`src/design/ascm_pkg.sv`:
```
// shared constants and register codes for the audio safety ceiling/mute block
`timescale 1ns / 1ps
package ascm_pkg;

  // default sample width, Q1.(SAMPLE_BITS-1)
  localparam int SAMPLE_BITS_DEF = 24;

  // frame counter and watchdog width
  localparam int COUNT_BITS = 32;

  // configuration port
  localparam int CFG_IDX_BITS  = 2;
  localparam int CFG_DATA_BITS = 32;

  // register indexes
  localparam logic [CFG_IDX_BITS-1:0] CFG_CEILING   = 2'd0;
  localparam logic [CFG_IDX_BITS-1:0] CFG_WATCHDOG  = 2'd1;
  localparam logic [CFG_IDX_BITS-1:0] CFG_FADE_STEP = 2'd2;

  // register reset values
  localparam logic [COUNT_BITS-1:0] WATCHDOG_RST  = 32'd5760000;
  localparam int                    FADE_STEP_RST = 874;

endpackage

```
`src/design/ascm_in_if.sv`:
```
// input sample channel: valid/ready plus sample payload
`timescale 1ns / 1ps
interface ascm_in_if #(
  parameter int SAMPLE_BITS = ascm_pkg::SAMPLE_BITS_DEF
);
  logic                          valid;
  logic                          ready;
  logic signed [SAMPLE_BITS-1:0] sample;
  logic                          non_finite;
  logic                          frame_end;
  logic                          block_end;

  modport source (output valid, sample, non_finite, frame_end, block_end, input ready);
  modport sink   (input valid, sample, non_finite, frame_end, block_end, output ready);
endinterface

```
`src/design/ascm_out_if.sv`:
```
// result channel: valid/ready plus output sample, mute state and peaks
`timescale 1ns / 1ps
interface ascm_out_if #(
  parameter int SAMPLE_BITS = ascm_pkg::SAMPLE_BITS_DEF
);
  logic                          valid;
  logic                          ready;
  logic signed [SAMPLE_BITS-1:0] out_sample;
  logic                          muted;
  logic        [SAMPLE_BITS-1:0] in_peak;
  logic        [SAMPLE_BITS-2:0] peak_out;

  modport source (output valid, out_sample, muted, in_peak, peak_out, input ready);
  modport sink   (input valid, out_sample, muted, in_peak, peak_out, output ready);
endinterface

```
`src/design/ascm_cfg_if.sv`:
```
// configuration write channel: valid/ready plus register index and data
`timescale 1ns / 1ps
interface ascm_cfg_if;
  logic                               valid;
  logic                               ready;
  logic [ascm_pkg::CFG_IDX_BITS-1:0]  index;
  logic [ascm_pkg::CFG_DATA_BITS-1:0] data;

  modport source (output valid, index, data, input ready);
  modport sink   (input valid, index, data, output ready);
endinterface

```
`src/design/audio_safety_ceiling_mute_top.sv`:
```
// top level of the audio output safety stage: clamp, fade-in and latched mute
//
// Channels: in_ch takes one channel sample per beat with its non-finite,
// frame-end and block-end flags; out_ch returns one result beat per input
// beat with the clamped and faded sample, the mute state and the running
// input and output peaks. cfg writes the ceiling (index 0), the watchdog
// frame count (index 1) and the fade step (index 2); writes are always taken
// and should only be issued while no sample is in flight.
// Path: an accepted input beat passes the input register, then the result
// register after the clamp and multiply, before it is offered on out_ch.
// Throughput: one beat per cycle while out_ch is ready, set by the single gain
// multiply between the two registers, where block state updates once per beat.
// Reset: registers return to their defaults (ceiling 0.5, 120 s watchdog,
// 0.2 s fade), fade gain, frame count and peaks clear, mute releases.
// Stall: when out_ch is not ready the result holds, the input register keeps
// one more beat, and in_ch.ready drops only once both are full.
`timescale 1ns / 1ps
module audio_safety_ceiling_mute_top #(
  parameter int SAMPLE_BITS = ascm_pkg::SAMPLE_BITS_DEF
) (
  input  logic        clk,
  input  logic        rst,
  ascm_in_if.sink     in_ch,
  ascm_out_if.source  out_ch,
  ascm_cfg_if.sink    cfg
);
  import ascm_pkg::*;

  logic [SAMPLE_BITS-2:0]        ceiling;
  logic [COUNT_BITS-1:0]         watchdog_frames;
  logic [SAMPLE_BITS-1:0]        fade_step;
  logic                          advance;
  logic                          s1_valid;
  logic signed [SAMPLE_BITS-1:0] s1_sample;
  logic                          s1_non_finite;
  logic                          s1_frame_end;
  logic                          s1_block_end;

  // configuration registers
  ascm_cfg_regs #(.SAMPLE_BITS(SAMPLE_BITS)) u_cfg (
    .clk             (clk),
    .rst             (rst),
    .cfg             (cfg),
    .ceiling         (ceiling),
    .watchdog_frames (watchdog_frames),
    .fade_step       (fade_step)
  );

  // input register
  ascm_in_reg #(.SAMPLE_BITS(SAMPLE_BITS)) u_in (
    .clk           (clk),
    .rst           (rst),
    .in_ch         (in_ch),
    .advance       (advance),
    .s1_valid      (s1_valid),
    .s1_sample     (s1_sample),
    .s1_non_finite (s1_non_finite),
    .s1_frame_end  (s1_frame_end),
    .s1_block_end  (s1_block_end)
  );

  // processing and result register
  ascm_core #(.SAMPLE_BITS(SAMPLE_BITS)) u_core (
    .clk             (clk),
    .rst             (rst),
    .ceiling         (ceiling),
    .watchdog_frames (watchdog_frames),
    .fade_step       (fade_step),
    .s1_valid        (s1_valid),
    .s1_sample       (s1_sample),
    .s1_non_finite   (s1_non_finite),
    .s1_frame_end    (s1_frame_end),
    .s1_block_end    (s1_block_end),
    .advance         (advance),
    .out_ch          (out_ch)
  );

endmodule

```
`src/design/ascm_cfg_regs.sv`:
```
// configuration registers: ceiling, watchdog frame count, fade step
`timescale 1ns / 1ps
module ascm_cfg_regs #(
  parameter int SAMPLE_BITS = ascm_pkg::SAMPLE_BITS_DEF
) (
  input  logic                              clk,
  input  logic                              rst,
  ascm_cfg_if.sink                          cfg,
  output logic [SAMPLE_BITS-2:0]            ceiling,
  output logic [ascm_pkg::COUNT_BITS-1:0]   watchdog_frames,
  output logic [SAMPLE_BITS-1:0]            fade_step
);
  import ascm_pkg::*;

  localparam int FRAC_BITS = SAMPLE_BITS - 1;

  // writes are always taken
  assign cfg.ready = 1'b1;

  // register write decode, unknown indexes ignored
  always_ff @(posedge clk) begin
    if (rst) begin
      ceiling         <= FRAC_BITS'(1) << (FRAC_BITS - 1);
      watchdog_frames <= WATCHDOG_RST;
      fade_step       <= SAMPLE_BITS'(FADE_STEP_RST);
    end else if (cfg.valid) begin
      unique case (cfg.index)
        CFG_CEILING:   ceiling         <= cfg.data[FRAC_BITS-1:0];
        CFG_WATCHDOG:  watchdog_frames <= cfg.data[COUNT_BITS-1:0];
        CFG_FADE_STEP: fade_step       <= cfg.data[SAMPLE_BITS-1:0];
        default: ;
      endcase
    end
  end

endmodule

```
`src/design/ascm_in_reg.sv`:
```
// input register stage holding one sample beat
`timescale 1ns / 1ps
module ascm_in_reg #(
  parameter int SAMPLE_BITS = ascm_pkg::SAMPLE_BITS_DEF
) (
  input  logic                          clk,
  input  logic                          rst,
  ascm_in_if.sink                       in_ch,
  input  logic                          advance,
  output logic                          s1_valid,
  output logic signed [SAMPLE_BITS-1:0] s1_sample,
  output logic                          s1_non_finite,
  output logic                          s1_frame_end,
  output logic                          s1_block_end
);
  logic load;

  // take a beat when the stage is empty or moving on
  assign in_ch.ready = !s1_valid || advance;
  assign load        = in_ch.valid && in_ch.ready;

  // stage valid
  always_ff @(posedge clk) begin
    if (rst) begin
      s1_valid <= 1'b0;
    end else if (in_ch.ready) begin
      s1_valid <= in_ch.valid;
    end
  end

  // payload
  always_ff @(posedge clk) begin
    if (load) begin
      s1_sample     <= in_ch.sample;
      s1_non_finite <= in_ch.non_finite;
      s1_frame_end  <= in_ch.frame_end;
      s1_block_end  <= in_ch.block_end;
    end
  end

endmodule

```
`src/design/ascm_core.sv`:
```
// clamp, fade multiply, mute latch, peak tracking and result register
`timescale 1ns / 1ps
module ascm_core #(
  parameter int SAMPLE_BITS = ascm_pkg::SAMPLE_BITS_DEF
) (
  input  logic                            clk,
  input  logic                            rst,
  input  logic [SAMPLE_BITS-2:0]          ceiling,
  input  logic [ascm_pkg::COUNT_BITS-1:0] watchdog_frames,
  input  logic [SAMPLE_BITS-1:0]          fade_step,
  input  logic                            s1_valid,
  input  logic signed [SAMPLE_BITS-1:0]   s1_sample,
  input  logic                            s1_non_finite,
  input  logic                            s1_frame_end,
  input  logic                            s1_block_end,
  output logic                            advance,
  ascm_out_if.source                      out_ch
);
  import ascm_pkg::*;

  localparam int W = SAMPLE_BITS;
  localparam int F = SAMPLE_BITS - 1;
  localparam logic [W:0] UNITY = {2'b01, {F{1'b0}}};

  logic [COUNT_BITS-1:0] frame_count;
  logic [W-1:0]          fade_gain;
  logic                  mute_latch;
  logic [W-1:0]          input_peak;
  logic [F-1:0]          output_peak;

  logic                  take;
  logic                  neg;
  logic [W-1:0]          in_mag;
  logic [F-1:0]          clamped;
  logic [W+F-1:0]        product;
  logic [W+F-1:0]        rounded;
  logic                  mute_pre;
  logic                  active;
  logic [F-1:0]          out_mag;
  logic [W-1:0]          result;
  logic [W-1:0]          in_peak_next;
  logic [F-1:0]          output_peak_next;
  logic [W:0]            gain_sum;
  logic [W-1:0]          fade_gain_next;

  // stage moves when the result register is free
  assign advance = !out_ch.valid || out_ch.ready;
  assign take    = s1_valid && advance;

  // magnitude and clamp
  assign neg     = s1_sample[W-1];
  assign in_mag  = neg ? (~s1_sample + W'(1)) : s1_sample;
  assign clamped = (in_mag > {1'b0, ceiling}) ? ceiling : in_mag[F-1:0];

  // fade gain multiply, round half away from zero on the magnitude
  assign product = clamped * fade_gain;
  assign rounded = product + ((W + F)'(1) << (F - 1));

  // watchdog check uses the count before this beat's frame end
  assign mute_pre = mute_latch || (frame_count >= watchdog_frames);
  assign active   = !mute_pre && !s1_non_finite;
  assign out_mag  = active ? rounded[2*F-1:F] : '0;
  assign result   = neg ? (~{1'b0, out_mag} + W'(1)) : {1'b0, out_mag};

  // running peaks including this sample
  assign in_peak_next     = (!s1_non_finite && in_mag > input_peak) ? in_mag : input_peak;
  assign output_peak_next = (out_mag > output_peak) ? out_mag : output_peak;

  // saturating fade gain step
  assign gain_sum       = {1'b0, fade_gain} + {1'b0, fade_step};
  assign fade_gain_next = (gain_sum > UNITY) ? UNITY[W-1:0] : gain_sum[W-1:0];

  // block state
  always_ff @(posedge clk) begin
    if (rst) begin
      frame_count <= '0;
      fade_gain   <= '0;
      mute_latch  <= 1'b0;
      input_peak  <= '0;
      output_peak <= '0;
    end else if (take) begin
      mute_latch <= mute_pre || s1_non_finite;
      if (s1_frame_end) begin
        fade_gain <= fade_gain_next;
        if (frame_count != '1) begin
          frame_count <= frame_count + COUNT_BITS'(1);
        end
      end
      if (s1_block_end) begin
        input_peak  <= '0;
        output_peak <= '0;
      end else begin
        input_peak  <= in_peak_next;
        output_peak <= output_peak_next;
      end
    end
  end

  // result valid
  always_ff @(posedge clk) begin
    if (rst) begin
      out_ch.valid <= 1'b0;
    end else if (advance) begin
      out_ch.valid <= s1_valid;
    end
  end

  // result payload
  always_ff @(posedge clk) begin
    if (take) begin
      out_ch.out_sample <= result;
      out_ch.muted      <= mute_pre || s1_non_finite;
      out_ch.in_peak    <= in_peak_next;
      out_ch.peak_out   <= output_peak_next;
    end
  end

endmodule

```
`src/flat_wrapper.sv`:
```
// flat-port wrapper written by rule: the top's interface ports become plain ports
module audio_safety_ceiling_mute_top_flat import ascm_pkg::*;
#(
  parameter int SAMPLE_BITS = ascm_pkg::SAMPLE_BITS_DEF
)
  (clk, rst, in_ch_valid, in_ch_sample, in_ch_non_finite, in_ch_frame_end, in_ch_block_end, in_ch_ready, out_ch_valid, out_ch_out_sample, out_ch_muted, out_ch_in_peak, out_ch_peak_out, out_ch_ready, cfg_valid, cfg_index, cfg_data, cfg_ready);
  ascm_in_if #(.SAMPLE_BITS(SAMPLE_BITS)) in_ch_i ();
  ascm_out_if #(.SAMPLE_BITS(SAMPLE_BITS)) out_ch_i ();
  ascm_cfg_if cfg_i ();
  input  logic clk;
  input  logic rst;
  input wire logic [$bits(in_ch_i.valid)-1:0] in_ch_valid;
  input wire logic [$bits(in_ch_i.sample)-1:0] in_ch_sample;
  input wire logic [$bits(in_ch_i.non_finite)-1:0] in_ch_non_finite;
  input wire logic [$bits(in_ch_i.frame_end)-1:0] in_ch_frame_end;
  input wire logic [$bits(in_ch_i.block_end)-1:0] in_ch_block_end;
  output wire logic [$bits(in_ch_i.ready)-1:0] in_ch_ready;
  output wire logic [$bits(out_ch_i.valid)-1:0] out_ch_valid;
  output wire logic [$bits(out_ch_i.out_sample)-1:0] out_ch_out_sample;
  output wire logic [$bits(out_ch_i.muted)-1:0] out_ch_muted;
  output wire logic [$bits(out_ch_i.in_peak)-1:0] out_ch_in_peak;
  output wire logic [$bits(out_ch_i.peak_out)-1:0] out_ch_peak_out;
  input wire logic [$bits(out_ch_i.ready)-1:0] out_ch_ready;
  input wire logic [$bits(cfg_i.valid)-1:0] cfg_valid;
  input wire logic [$bits(cfg_i.index)-1:0] cfg_index;
  input wire logic [$bits(cfg_i.data)-1:0] cfg_data;
  output wire logic [$bits(cfg_i.ready)-1:0] cfg_ready;
  assign in_ch_i.valid = in_ch_valid;
  assign in_ch_i.sample = in_ch_sample;
  assign in_ch_i.non_finite = in_ch_non_finite;
  assign in_ch_i.frame_end = in_ch_frame_end;
  assign in_ch_i.block_end = in_ch_block_end;
  assign in_ch_ready = in_ch_i.ready;
  assign out_ch_valid = out_ch_i.valid;
  assign out_ch_out_sample = out_ch_i.out_sample;
  assign out_ch_muted = out_ch_i.muted;
  assign out_ch_in_peak = out_ch_i.in_peak;
  assign out_ch_peak_out = out_ch_i.peak_out;
  assign out_ch_i.ready = out_ch_ready;
  assign cfg_i.valid = cfg_valid;
  assign cfg_i.index = cfg_index;
  assign cfg_i.data = cfg_data;
  assign cfg_ready = cfg_i.ready;
  audio_safety_ceiling_mute_top #(.SAMPLE_BITS(SAMPLE_BITS)) u_core (.clk(clk), .rst(rst), .in_ch(in_ch_i), .out_ch(out_ch_i), .cfg(cfg_i));
endmodule
```
`config.mk`:
```
export PLATFORM = sky130hd
export DESIGN_NAME = audio_safety_ceiling_mute_top_flat
export DESIGN_NICKNAME = d
export VERILOG_FILES = /design/src/design/ascm_pkg.sv /design/src/design/ascm_in_if.sv /design/src/design/ascm_out_if.sv /design/src/design/ascm_cfg_if.sv /design/src/design/audio_safety_ceiling_mute_top.sv /design/src/design/ascm_cfg_regs.sv /design/src/design/ascm_in_reg.sv /design/src/design/ascm_core.sv /design/src/flat_wrapper.sv
export SDC_FILE = /design/constraint.sdc
export NUM_CORES = 2
export LEC_CHECK = 0
export BUFFER_PORTS_ARGS = -buffer_cell sky130_fd_sc_hd__clkbuf_2
export CAP_MARGIN = 15
export CELL_PAD_IN_SITES_DETAIL_PLACEMENT = 1
export CELL_PAD_IN_SITES_GLOBAL_PLACEMENT = 1
export CORE_UTILIZATION = 50
export CTS_BUF_LIST = sky130_fd_sc_hd__clkbuf_4 sky130_fd_sc_hd__clkbuf_8 sky130_fd_sc_hd__clkbuf_16
export DETAILED_ROUTE_END_ITERATION = 16
export PLACE_DENSITY_LB_ADDON = 0.08
export SYNTH_ARGS = -nofsm -noshare
export SYNTH_HDL_FRONTEND = slang
export SYNTH_SLANG_ARGS = --single-unit
```
`constraint.sdc`:
```
create_clock -name clk -period 18.3 [get_ports clk]
set_input_delay 0.915 -clock clk [delete_from_list [all_inputs] [get_ports clk]]
set_output_delay 0.915 -clock clk [all_outputs]
set_load 0.005 [all_outputs]
```
== After elaboration in Yosys (flattened, before gate mapping) ==
Index checks and enable logic that the tools add are counted.

* Order comparisons: 5
* Shifts and indexed selects: 0
* Multiply operators: 1
* Bitwise gates (word level): 2
* Add/sub/neg operators: 5
* Muxes and demuxes: 9
* Equal/unequal tests: 3
* Reduce and logical (&&, ||, !) cells: 18
* Divide/modulo/power cells: 0

{| class="wikitable"
|+ Operators by type and width
! operator !! number
|-
| $mux 23 || 5
|-
| $mux 24 || 4
|-
| $add 46x23->46 const B || 1
|-
| $mul 23x24->46 || 1
|-
| $add 32x1->32 const B || 1
|-
| $ge 32x32->1 || 1
|-
| $ne 32x32->1 const B || 1
|-
| $add 24x24->25 || 1
|-
| $gt 25x24->1 const B || 1
|-
| $add 24x1->24 const B || 1
|-
| $add 24x2->24 const B || 1
|-
| $gt 24x23->1 || 1
|-
| $gt 24x24->1 || 1
|-
| $not 23->24 || 1
|-
| $not 24->24 || 1
|-
| $gt 23x23->1 || 1
|-
| $reduce_and 2->1 || 4
|-
| $logic_and 1x1->1 || 4
|-
| $logic_not 1->1 || 4
|-
| $logic_or 1x1->1 || 4
|-
| $reduce_and 3->1 || 1
|-
| $eq 2x1->1 const B || 1
|-
| $eq 2x2->1 const B || 1
|-
| $logic_not 2->1 || 1
|}

* Logic and storage cells: 62
* Input bits: 66
* Bits in registers: 284
* Bits in read-only memories: 0
* Bits in latches: 0
* RAM bits: 0
* Memories: 0

== Logic depth before layout (Yosys ltp) ==
* Depth after elaboration: 11
* Gate-level depth with buffers: 59
* Depth with buffers taken out: 55

== Hierarchy ==
Synthesis repeated with hierarchy kept, for this count alone.

* Cells, all modules: 3,803
* Area total of the unflattened synthesis: 34,506.8 µm²

{| class="wikitable"
|+ By module, submodules not included
! module !! area an instance (µm²) !! cells an instance !! instances
|-
| ascm_core || 30,356.6 || 3,456 || 1
|-
| ascm_cfg_regs || 3,284.4 || 315 || 1
|-
| ascm_in_reg || 865.8 || 32 || 1
|}

== Worst setup path after synthesis ==
No wires, ideal clock.

* Kind: flip-flop to flip-flop
* Start point: register u_core.u_in.s1_sample[2]
* End point: register u_core.u_core.output_peak[21]
* Setup slack: 4.929 ns
* Stages on the path, launching flop included: 58
* Data arrival time: 13.244 ns
* Path buffers: 4
* Setup time: 0.128 ns
* Period minus slack after synthesis: 13.371 ns
* Cells stage by stage: edfxtp_1 -> nor4_1 -> or2b_1 -> nor2_1 -> nand2_1 -> o41ai_1 -> xnor2_1 -> ha_1 -> nand4_1 -> or4_1 -> o22a_2 -> and2_1 -> nor2_1 -> clkbuf_1 -> clkbuf_1 -> nand2_1 -> o21ai_1 -> clkbuf_1 -> [22 not listed] -> o211ai_1 -> nor3b_1 -> nor3_1 -> ha_1 -> a21oi_1 -> nor2b_1 -> o21ai_0 -> nand2b_1 -> a21oi_1 -> nor2b_1 -> o21ai_0 -> nand2b_1 -> a21o_1 -> o21ai_1 -> clkbuf_1 -> mux2_2 -> a22oi_1 -> nor2_1

* Cells in the longest elaborated chain, start to end: 11

{| class="wikitable"
|+ Ends and longest elaborated chain
! what !! RTL line !! RTL
|-
| from (decl) || ascm_in_reg.sv:11 || <nowiki>output logic signed [SAMPLE_BITS-1:0] s1_sample,</nowiki>
|-
| from (signal assigned) || ascm_in_reg.sv:34 || <nowiki>s1_sample <= in_ch.sample;</nowiki>
|-
| $not 24->24 || ascm_core.sv:52 || <nowiki>assign in_mag = neg ? (~s1_sample + W'(1)) : s1_sample;</nowiki>
|-
| $add 24x2->24 || ascm_core.sv:52 ||
|-
| $mux 24 (*) || ascm_core.sv:52 ||
|-
| $gt 24x23->1 || ascm_core.sv:53 || <nowiki>assign clamped = (in_mag > {1'b0, ceiling}) ? ceiling : in_mag[F-1:0];</nowiki>
|-
| $mux 23 (*) || ascm_core.sv:53 ||
|-
| $mul 23x24->46 (*) || ascm_core.sv:56 || <nowiki>assign product = clamped * fade_gain;</nowiki>
|-
| $add 46x23->46 (*) || ascm_core.sv:57 || <nowiki>assign rounded = product + ((W + F)'(1) << (F - 1));</nowiki>
|-
| $mux 23 (*) || ascm_core.sv:62 || <nowiki>assign out_mag = active ? rounded[2*F-1:F] : '0;</nowiki>
|-
| $gt 23x23->1 || ascm_core.sv:67 || <nowiki>assign output_peak_next = (out_mag > output_peak) ? out_mag : output_peak;</nowiki>
|-
| $mux 23 (*) || ascm_core.sv:67 ||
|-
| named net u_core.u_core.output_peak_next[21] || ascm_core.sv:42 || <nowiki>logic [F-1:0] output_peak_next;</nowiki>
|-
| $mux 23 (*) || ascm_core.sv:89 || <nowiki>if (s1_block_end) begin</nowiki>
|-
| to (signal assigned) || ascm_core.sv:94 || <nowiki>output_peak <= output_peak_next;</nowiki>
|-
| to (decl) || ascm_core.sv:29 || <nowiki>logic [F-1:0] output_peak;</nowiki>
|}

The timed path passes the listed nets; every way through them passes the cells marked *.
A chain may end at the register's enable or synchronous reset.

== Worst setup path in the final report ==
* Start point: register u_core.u_in.s1_sample[2]
* End point: register u_core.u_core.output_peak[10]

Same word-level chain as after synthesis.

==> out/summary.md <==
## Routing
• vias per inst: 5.64
• Residual DRC: 0
• initial DRC count: 1460
• Avg WL per Cell: 22.1 um
• drt total wl: 105000 um
• number of optimization iterations in the first detailed-route pass: 5
• vias post-DR: 26800
• residual antenna-violating net count after detailed routing: 0

## Critical path
• type of the worst setup path: flip-flop to flip-flop
• logic depth of the worst register-to-register path: 52
• Slowest-stage cell, CP: sky130_fd_sc_hd__nor2_4
• data required time of the worst path: 18.74 ns
• critical path data arrival time: 15.93 ns
• element type at the critical path start: flip-flop
• crit-path max cell delay: 0.82 ns
• Crit path top cell by count: sky130_fd_sc_hd__fa_1
• CP endpoint kind: flip-flop
• CP max FO: 42

## Floorplan
• DIE AREA: 0.0687 mm^2
• site row count: 95
• x dimension of the die: 262 um
• Die Y-Extent: 262 um
• ports placed on the boundary: 141
• Core Box Area: 0.0670 mm^2
• initial core utilization: 0.505

## Power
• power consumption: 0.00218 W
• VDD IR max: 0.0000754 V
• leakage power of the design: 17.4 nW
• Pwr per Cell Area: 59.6 mW/mm^2

## GRT
• pin count of the biggest net entering global routing: 90
• peak-usage layer in the global routing report: met2
• GRT met2 Usage: 0.566
• number of global-route vias before repair: 30100
• met3 Resource Use GR: 0.0297
• GRT Resource Usage Total: 0.318
• global-route track usage on met1: 0.407
• initial antenna violation count: 0
• overflow left after global routing: 0
• first-pass GRT wire length: 169000 um

## Synth
• most frequently used cell type in the post-synthesis netlist: sky130_fd_sc_hd__inv_1
• mapped cell area: 0.0338 mm^2
• Unique masters post-synth: 83
• number of synthesized flops with an enable pin: 99
• area leader, netlist: sky130_fd_sc_hd__fa_1
• share of synthesized cell area in and, or, nand and nor gates: 0.167
• largest cells by area after synthesis: sky130_fd_sc_hd__fa_1, sky130_fd_sc_hd__ha_1, sky130_fd_sc_hd__dfxtp_1
• compound-gate portion of the synthesized area: 0.101
• average instance area after synthesis: 8.90 um^2
• proportion of synthesized chip area in sequential cells: 0.197
• XOR/XNOR share of the synthesized area: 0.0298
• Synth warnings: 0
• number of flip-flops and latches in the synthesized netlist: 284
• number of standard cells after synthesis: 3800
• combinational family with the most area after synthesis: adder cells
• most used flip-flop cell after synthesis: sky130_fd_sc_hd__dfxtp_1
• adder and majority cell fraction of the synthesized area: 0.388
• post-synth net total: 4639
• proportion of synthesized area in mux cells: 0.0173
• share of Yosys cell area claimed by the top area cell type: 0.273
• Post-synth ARST share: 0
• most used standard cells in the synthesized netlist: sky130_fd_sc_hd__inv_1, sky130_fd_sc_hd__nand2_1, sky130_fd_sc_hd__fa_1, sky130_fd_sc_hd__ha_1, sky130_fd_sc_hd__and2_1

## Run status
• run status: finished, final reports clean

## Hold path
• min-delay worst type: flip-flop to flip-flop
• worst hold path depth: 2

## Timing
• final critical delay including setup and external delays: 15.49 ns
• final-layout setup total negative slack: 0 ns
• final-report max-slew violation count: 0
• Final setup violation count: 0
• unrepaired setup endpoints after global routing: false
• pin slew with the least headroom to its limit: 1.22 ns
• portion of the clock cycle consumed by the worst path in the final layout: 0.847
• final hold violations: 0
• maximum operating frequency: 64.5 MHz
• Relative slew margins: 0.184
• clock tree skew after final layout: 0.0273 ns

## Layout
• layout net count: 4702
• diodes inserted: 0
• fraction of layout cells with a size suffix above 1: 0.0913
• area added between synthesis and finish: 8.25%
• FILL cells: 7873

## Clock network
• insertion delay of the later-clocked pin in the worst-skew pair: 0.60 ns
• Clock H-tree levels: 1
• TritonCTS Buffers: 31
• Clock Pin Slew Worst Setup and Hold Paths: 0.06 ns
• cell at the root of the clock tree: sky130_fd_sc_hd__clkbuf_16
• clock sinks: 284
• post-CTS resize count: 0
• number of buffers inserted by post-CTS setup repair: 0
• clock tree from TritonCTS: done
• hold buffer count at cts: 0
• number of buffers on the longest clock path: 3

## Placed design
• weighted congestion reported at the end of routability-driven placement: 0.953
• post-detail-place hpwl: 84000 um
• number of I/O port buffers: 139

## Run
• number of max-capacitance violations reported: 0

-- power breakdown --
part / internal, W / switching (W)
registers: 0.000694 / 0.0000207
logic: 0.000270 / 0.000529
clock network: 0.000393 / 0.000275
total: 0.00136 / 0.000825
-- layout by cell type, fill, tap and decap left out, types with 9 or more instances in the layout --
cell | netlist | routed
sky130_fd_sc_hd__mux2i_1 | 10 | 9
sky130_fd_sc_hd__nor2b_1 | 76 | 76
sky130_fd_sc_hd__clkbuf_2 | 0 | 138
sky130_fd_sc_hd__nand4_1 | 41 | 41
sky130_fd_sc_hd__o31ai_1 | 12 | 12
sky130_fd_sc_hd__nor2_1 | 156 | 154
sky130_fd_sc_hd__inv_1 | 707 | 706
sky130_fd_sc_hd__ha_1 | 312 | 312
sky130_fd_sc_hd__mux2_2 | 43 | 43
sky130_fd_sc_hd__xor2_1 | 38 | 38
sky130_fd_sc_hd__nand3b_1 | 9 | 9
sky130_fd_sc_hd__nand2_1 | 530 | 530
sky130_fd_sc_hd__a21oi_1 | 169 | 168
sky130_fd_sc_hd__nand3_1 | 32 | 32
sky130_fd_sc_hd__o21bai_1 | 11 | 11
sky130_fd_sc_hd__dfxtp_1 | 185 | 185
sky130_fd_sc_hd__clkbuf_16 | 0 | 31
sky130_fd_sc_hd__o21ai_2 | 0 | 12
sky130_fd_sc_hd__a22o_1 | 23 | 23
sky130_fd_sc_hd__and3_1 | 23 | 23
sky130_fd_sc_hd__a211o_1 | 13 | 13
sky130_fd_sc_hd__fa_1 | 461 | 461
sky130_fd_sc_hd__and2_1 | 203 | 203
sky130_fd_sc_hd__a22oi_1 | 47 | 47
sky130_fd_sc_hd__buf_4 | 3 | 64
sky130_fd_sc_hd__a211oi_1 | 10 | 10
sky130_fd_sc_hd__a21o_1 | 65 | 65
sky130_fd_sc_hd__nand2b_1 | 25 | 24
sky130_fd_sc_hd__xnor2_1 | 77 | 77
sky130_fd_sc_hd__o41ai_1 | 9 | 9
sky130_fd_sc_hd__o21a_1 | 16 | 16
sky130_fd_sc_hd__o21ai_0 | 78 | 64
sky130_fd_sc_hd__o21ai_1 | 7 | 9
sky130_fd_sc_hd__edfxtp_1 | 99 | 99
sky130_fd_sc_hd__clkinv_2 | 0 | 9
sky130_fd_sc_hd__nor3_1 | 22 | 22
-- layer usage --
| metal | share of wire | vias up |
|---|---|---|
| met4 | 0.032 | 0 |
| li1 | - | 12100 |
| met3 | 0.038 | 194 |
| met2 | 0.51 | 628 |
| met5 | 0 | - |
| met1 | 0.42 | 13900 |
-- stage by stage --
stage	instances	instance area, um^2	worst slack, ns	util	hold WS [ns]
final	4761	36600	2.81	0.546	0.457
after floorplan	3800	33800	4.93	-	0.436
after CTS	4760	36600	2.95	0.546	0.459
after detailed placement	4702	35500	2.99	0.530	0.450
after global routing	4761	36600	1.82	0.546	0.476
after global placement	4699	35500	3.25	0.529	0.445
-- worst paths after layout --
check | start | end | slack [ns]
worst min register to register | u_core.u_cfg.watchdog_frames[31] | u_core.u_cfg.watchdog_frames[31] | 0.46
worst min-delay path | u_core.u_cfg.watchdog_frames[31] | u_core.u_cfg.watchdog_frames[31] | 0.46
worst max register to register | u_core.u_in.s1_sample[2] | u_core.u_core.output_peak[10] | 2.81
worst max-delay path | u_core.u_in.s1_sample[2] | u_core.u_core.output_peak[10] | 2.81
-- worst max-delay path, delay by kind of cell (launching register included) --
family	cells	cell delay, ns
AOI/OAI and AO/OA	18	4.32
xor gates and xnor gates	2	0.58
adders and majority gates	10	4.66
buffers and inverters	7	0.78
DFF	1	0.46
muxes	1	0.38
and+or+nand+nor	14	4.11
-- cell families (layout without fill, tap and decap cells) --
| family | after synthesis | count (layout) |
|---|---|---|
| AOI/OAI and AO/OA | 520 | 520 |
| DFF | 284 | 284 |
| buffers and inverters | 883 | 971 |
| other | 1 | 1 |
| muxes | 53 | 53 |
| xor gates and xnor gates | 115 | 115 |
| adders and majority gates | 773 | 773 |
| and+or+nand+nor | 1171 | 1171 |
-- flip-flops by register name, summed over array words and instances, names as in the netlist --
signal,count
u_core.u_cfg.fade_step,24
u_core.u_core.input_peak,24
u_core.u_core.out_ch.in_peak,24
u_core.u_core.out_ch.valid,1
u_core.u_core.out_ch.out_sample,24
u_core.u_core.frame_count,32
u_core.u_cfg.ceiling,23
u_core.u_in.s1_block_end,1
u_core.u_core.out_ch.peak_out,23
u_core.u_core.fade_gain,24
u_core.u_in.s1_sample,24
u_core.u_cfg.watchdog_frames,32
u_core.u_in.s1_non_finite,1
u_core.u_core.mute_latch,1
u_core.u_core.output_peak,23
u_core.u_in.s1_valid,1
u_core.u_core.out_ch.muted,1
u_core.u_in.s1_frame_end,1
-- cell type report --
type / instances / area [um^2] / area share
tap: 873 / 1090 / 0.0298
clock buffer: 37 / 821 / 0.0224
sequential: 284 / 6680 / 0.182
clock inverter: 21 / 258 / 0.00704
inverter: 707 / 2650 / 0.0725
multi-input combinational: 2633 / 23900 / 0.652
timing repair buffer: 206 / 1240 / 0.0340
No activity file was read; power rests on OpenSTA's default activity.
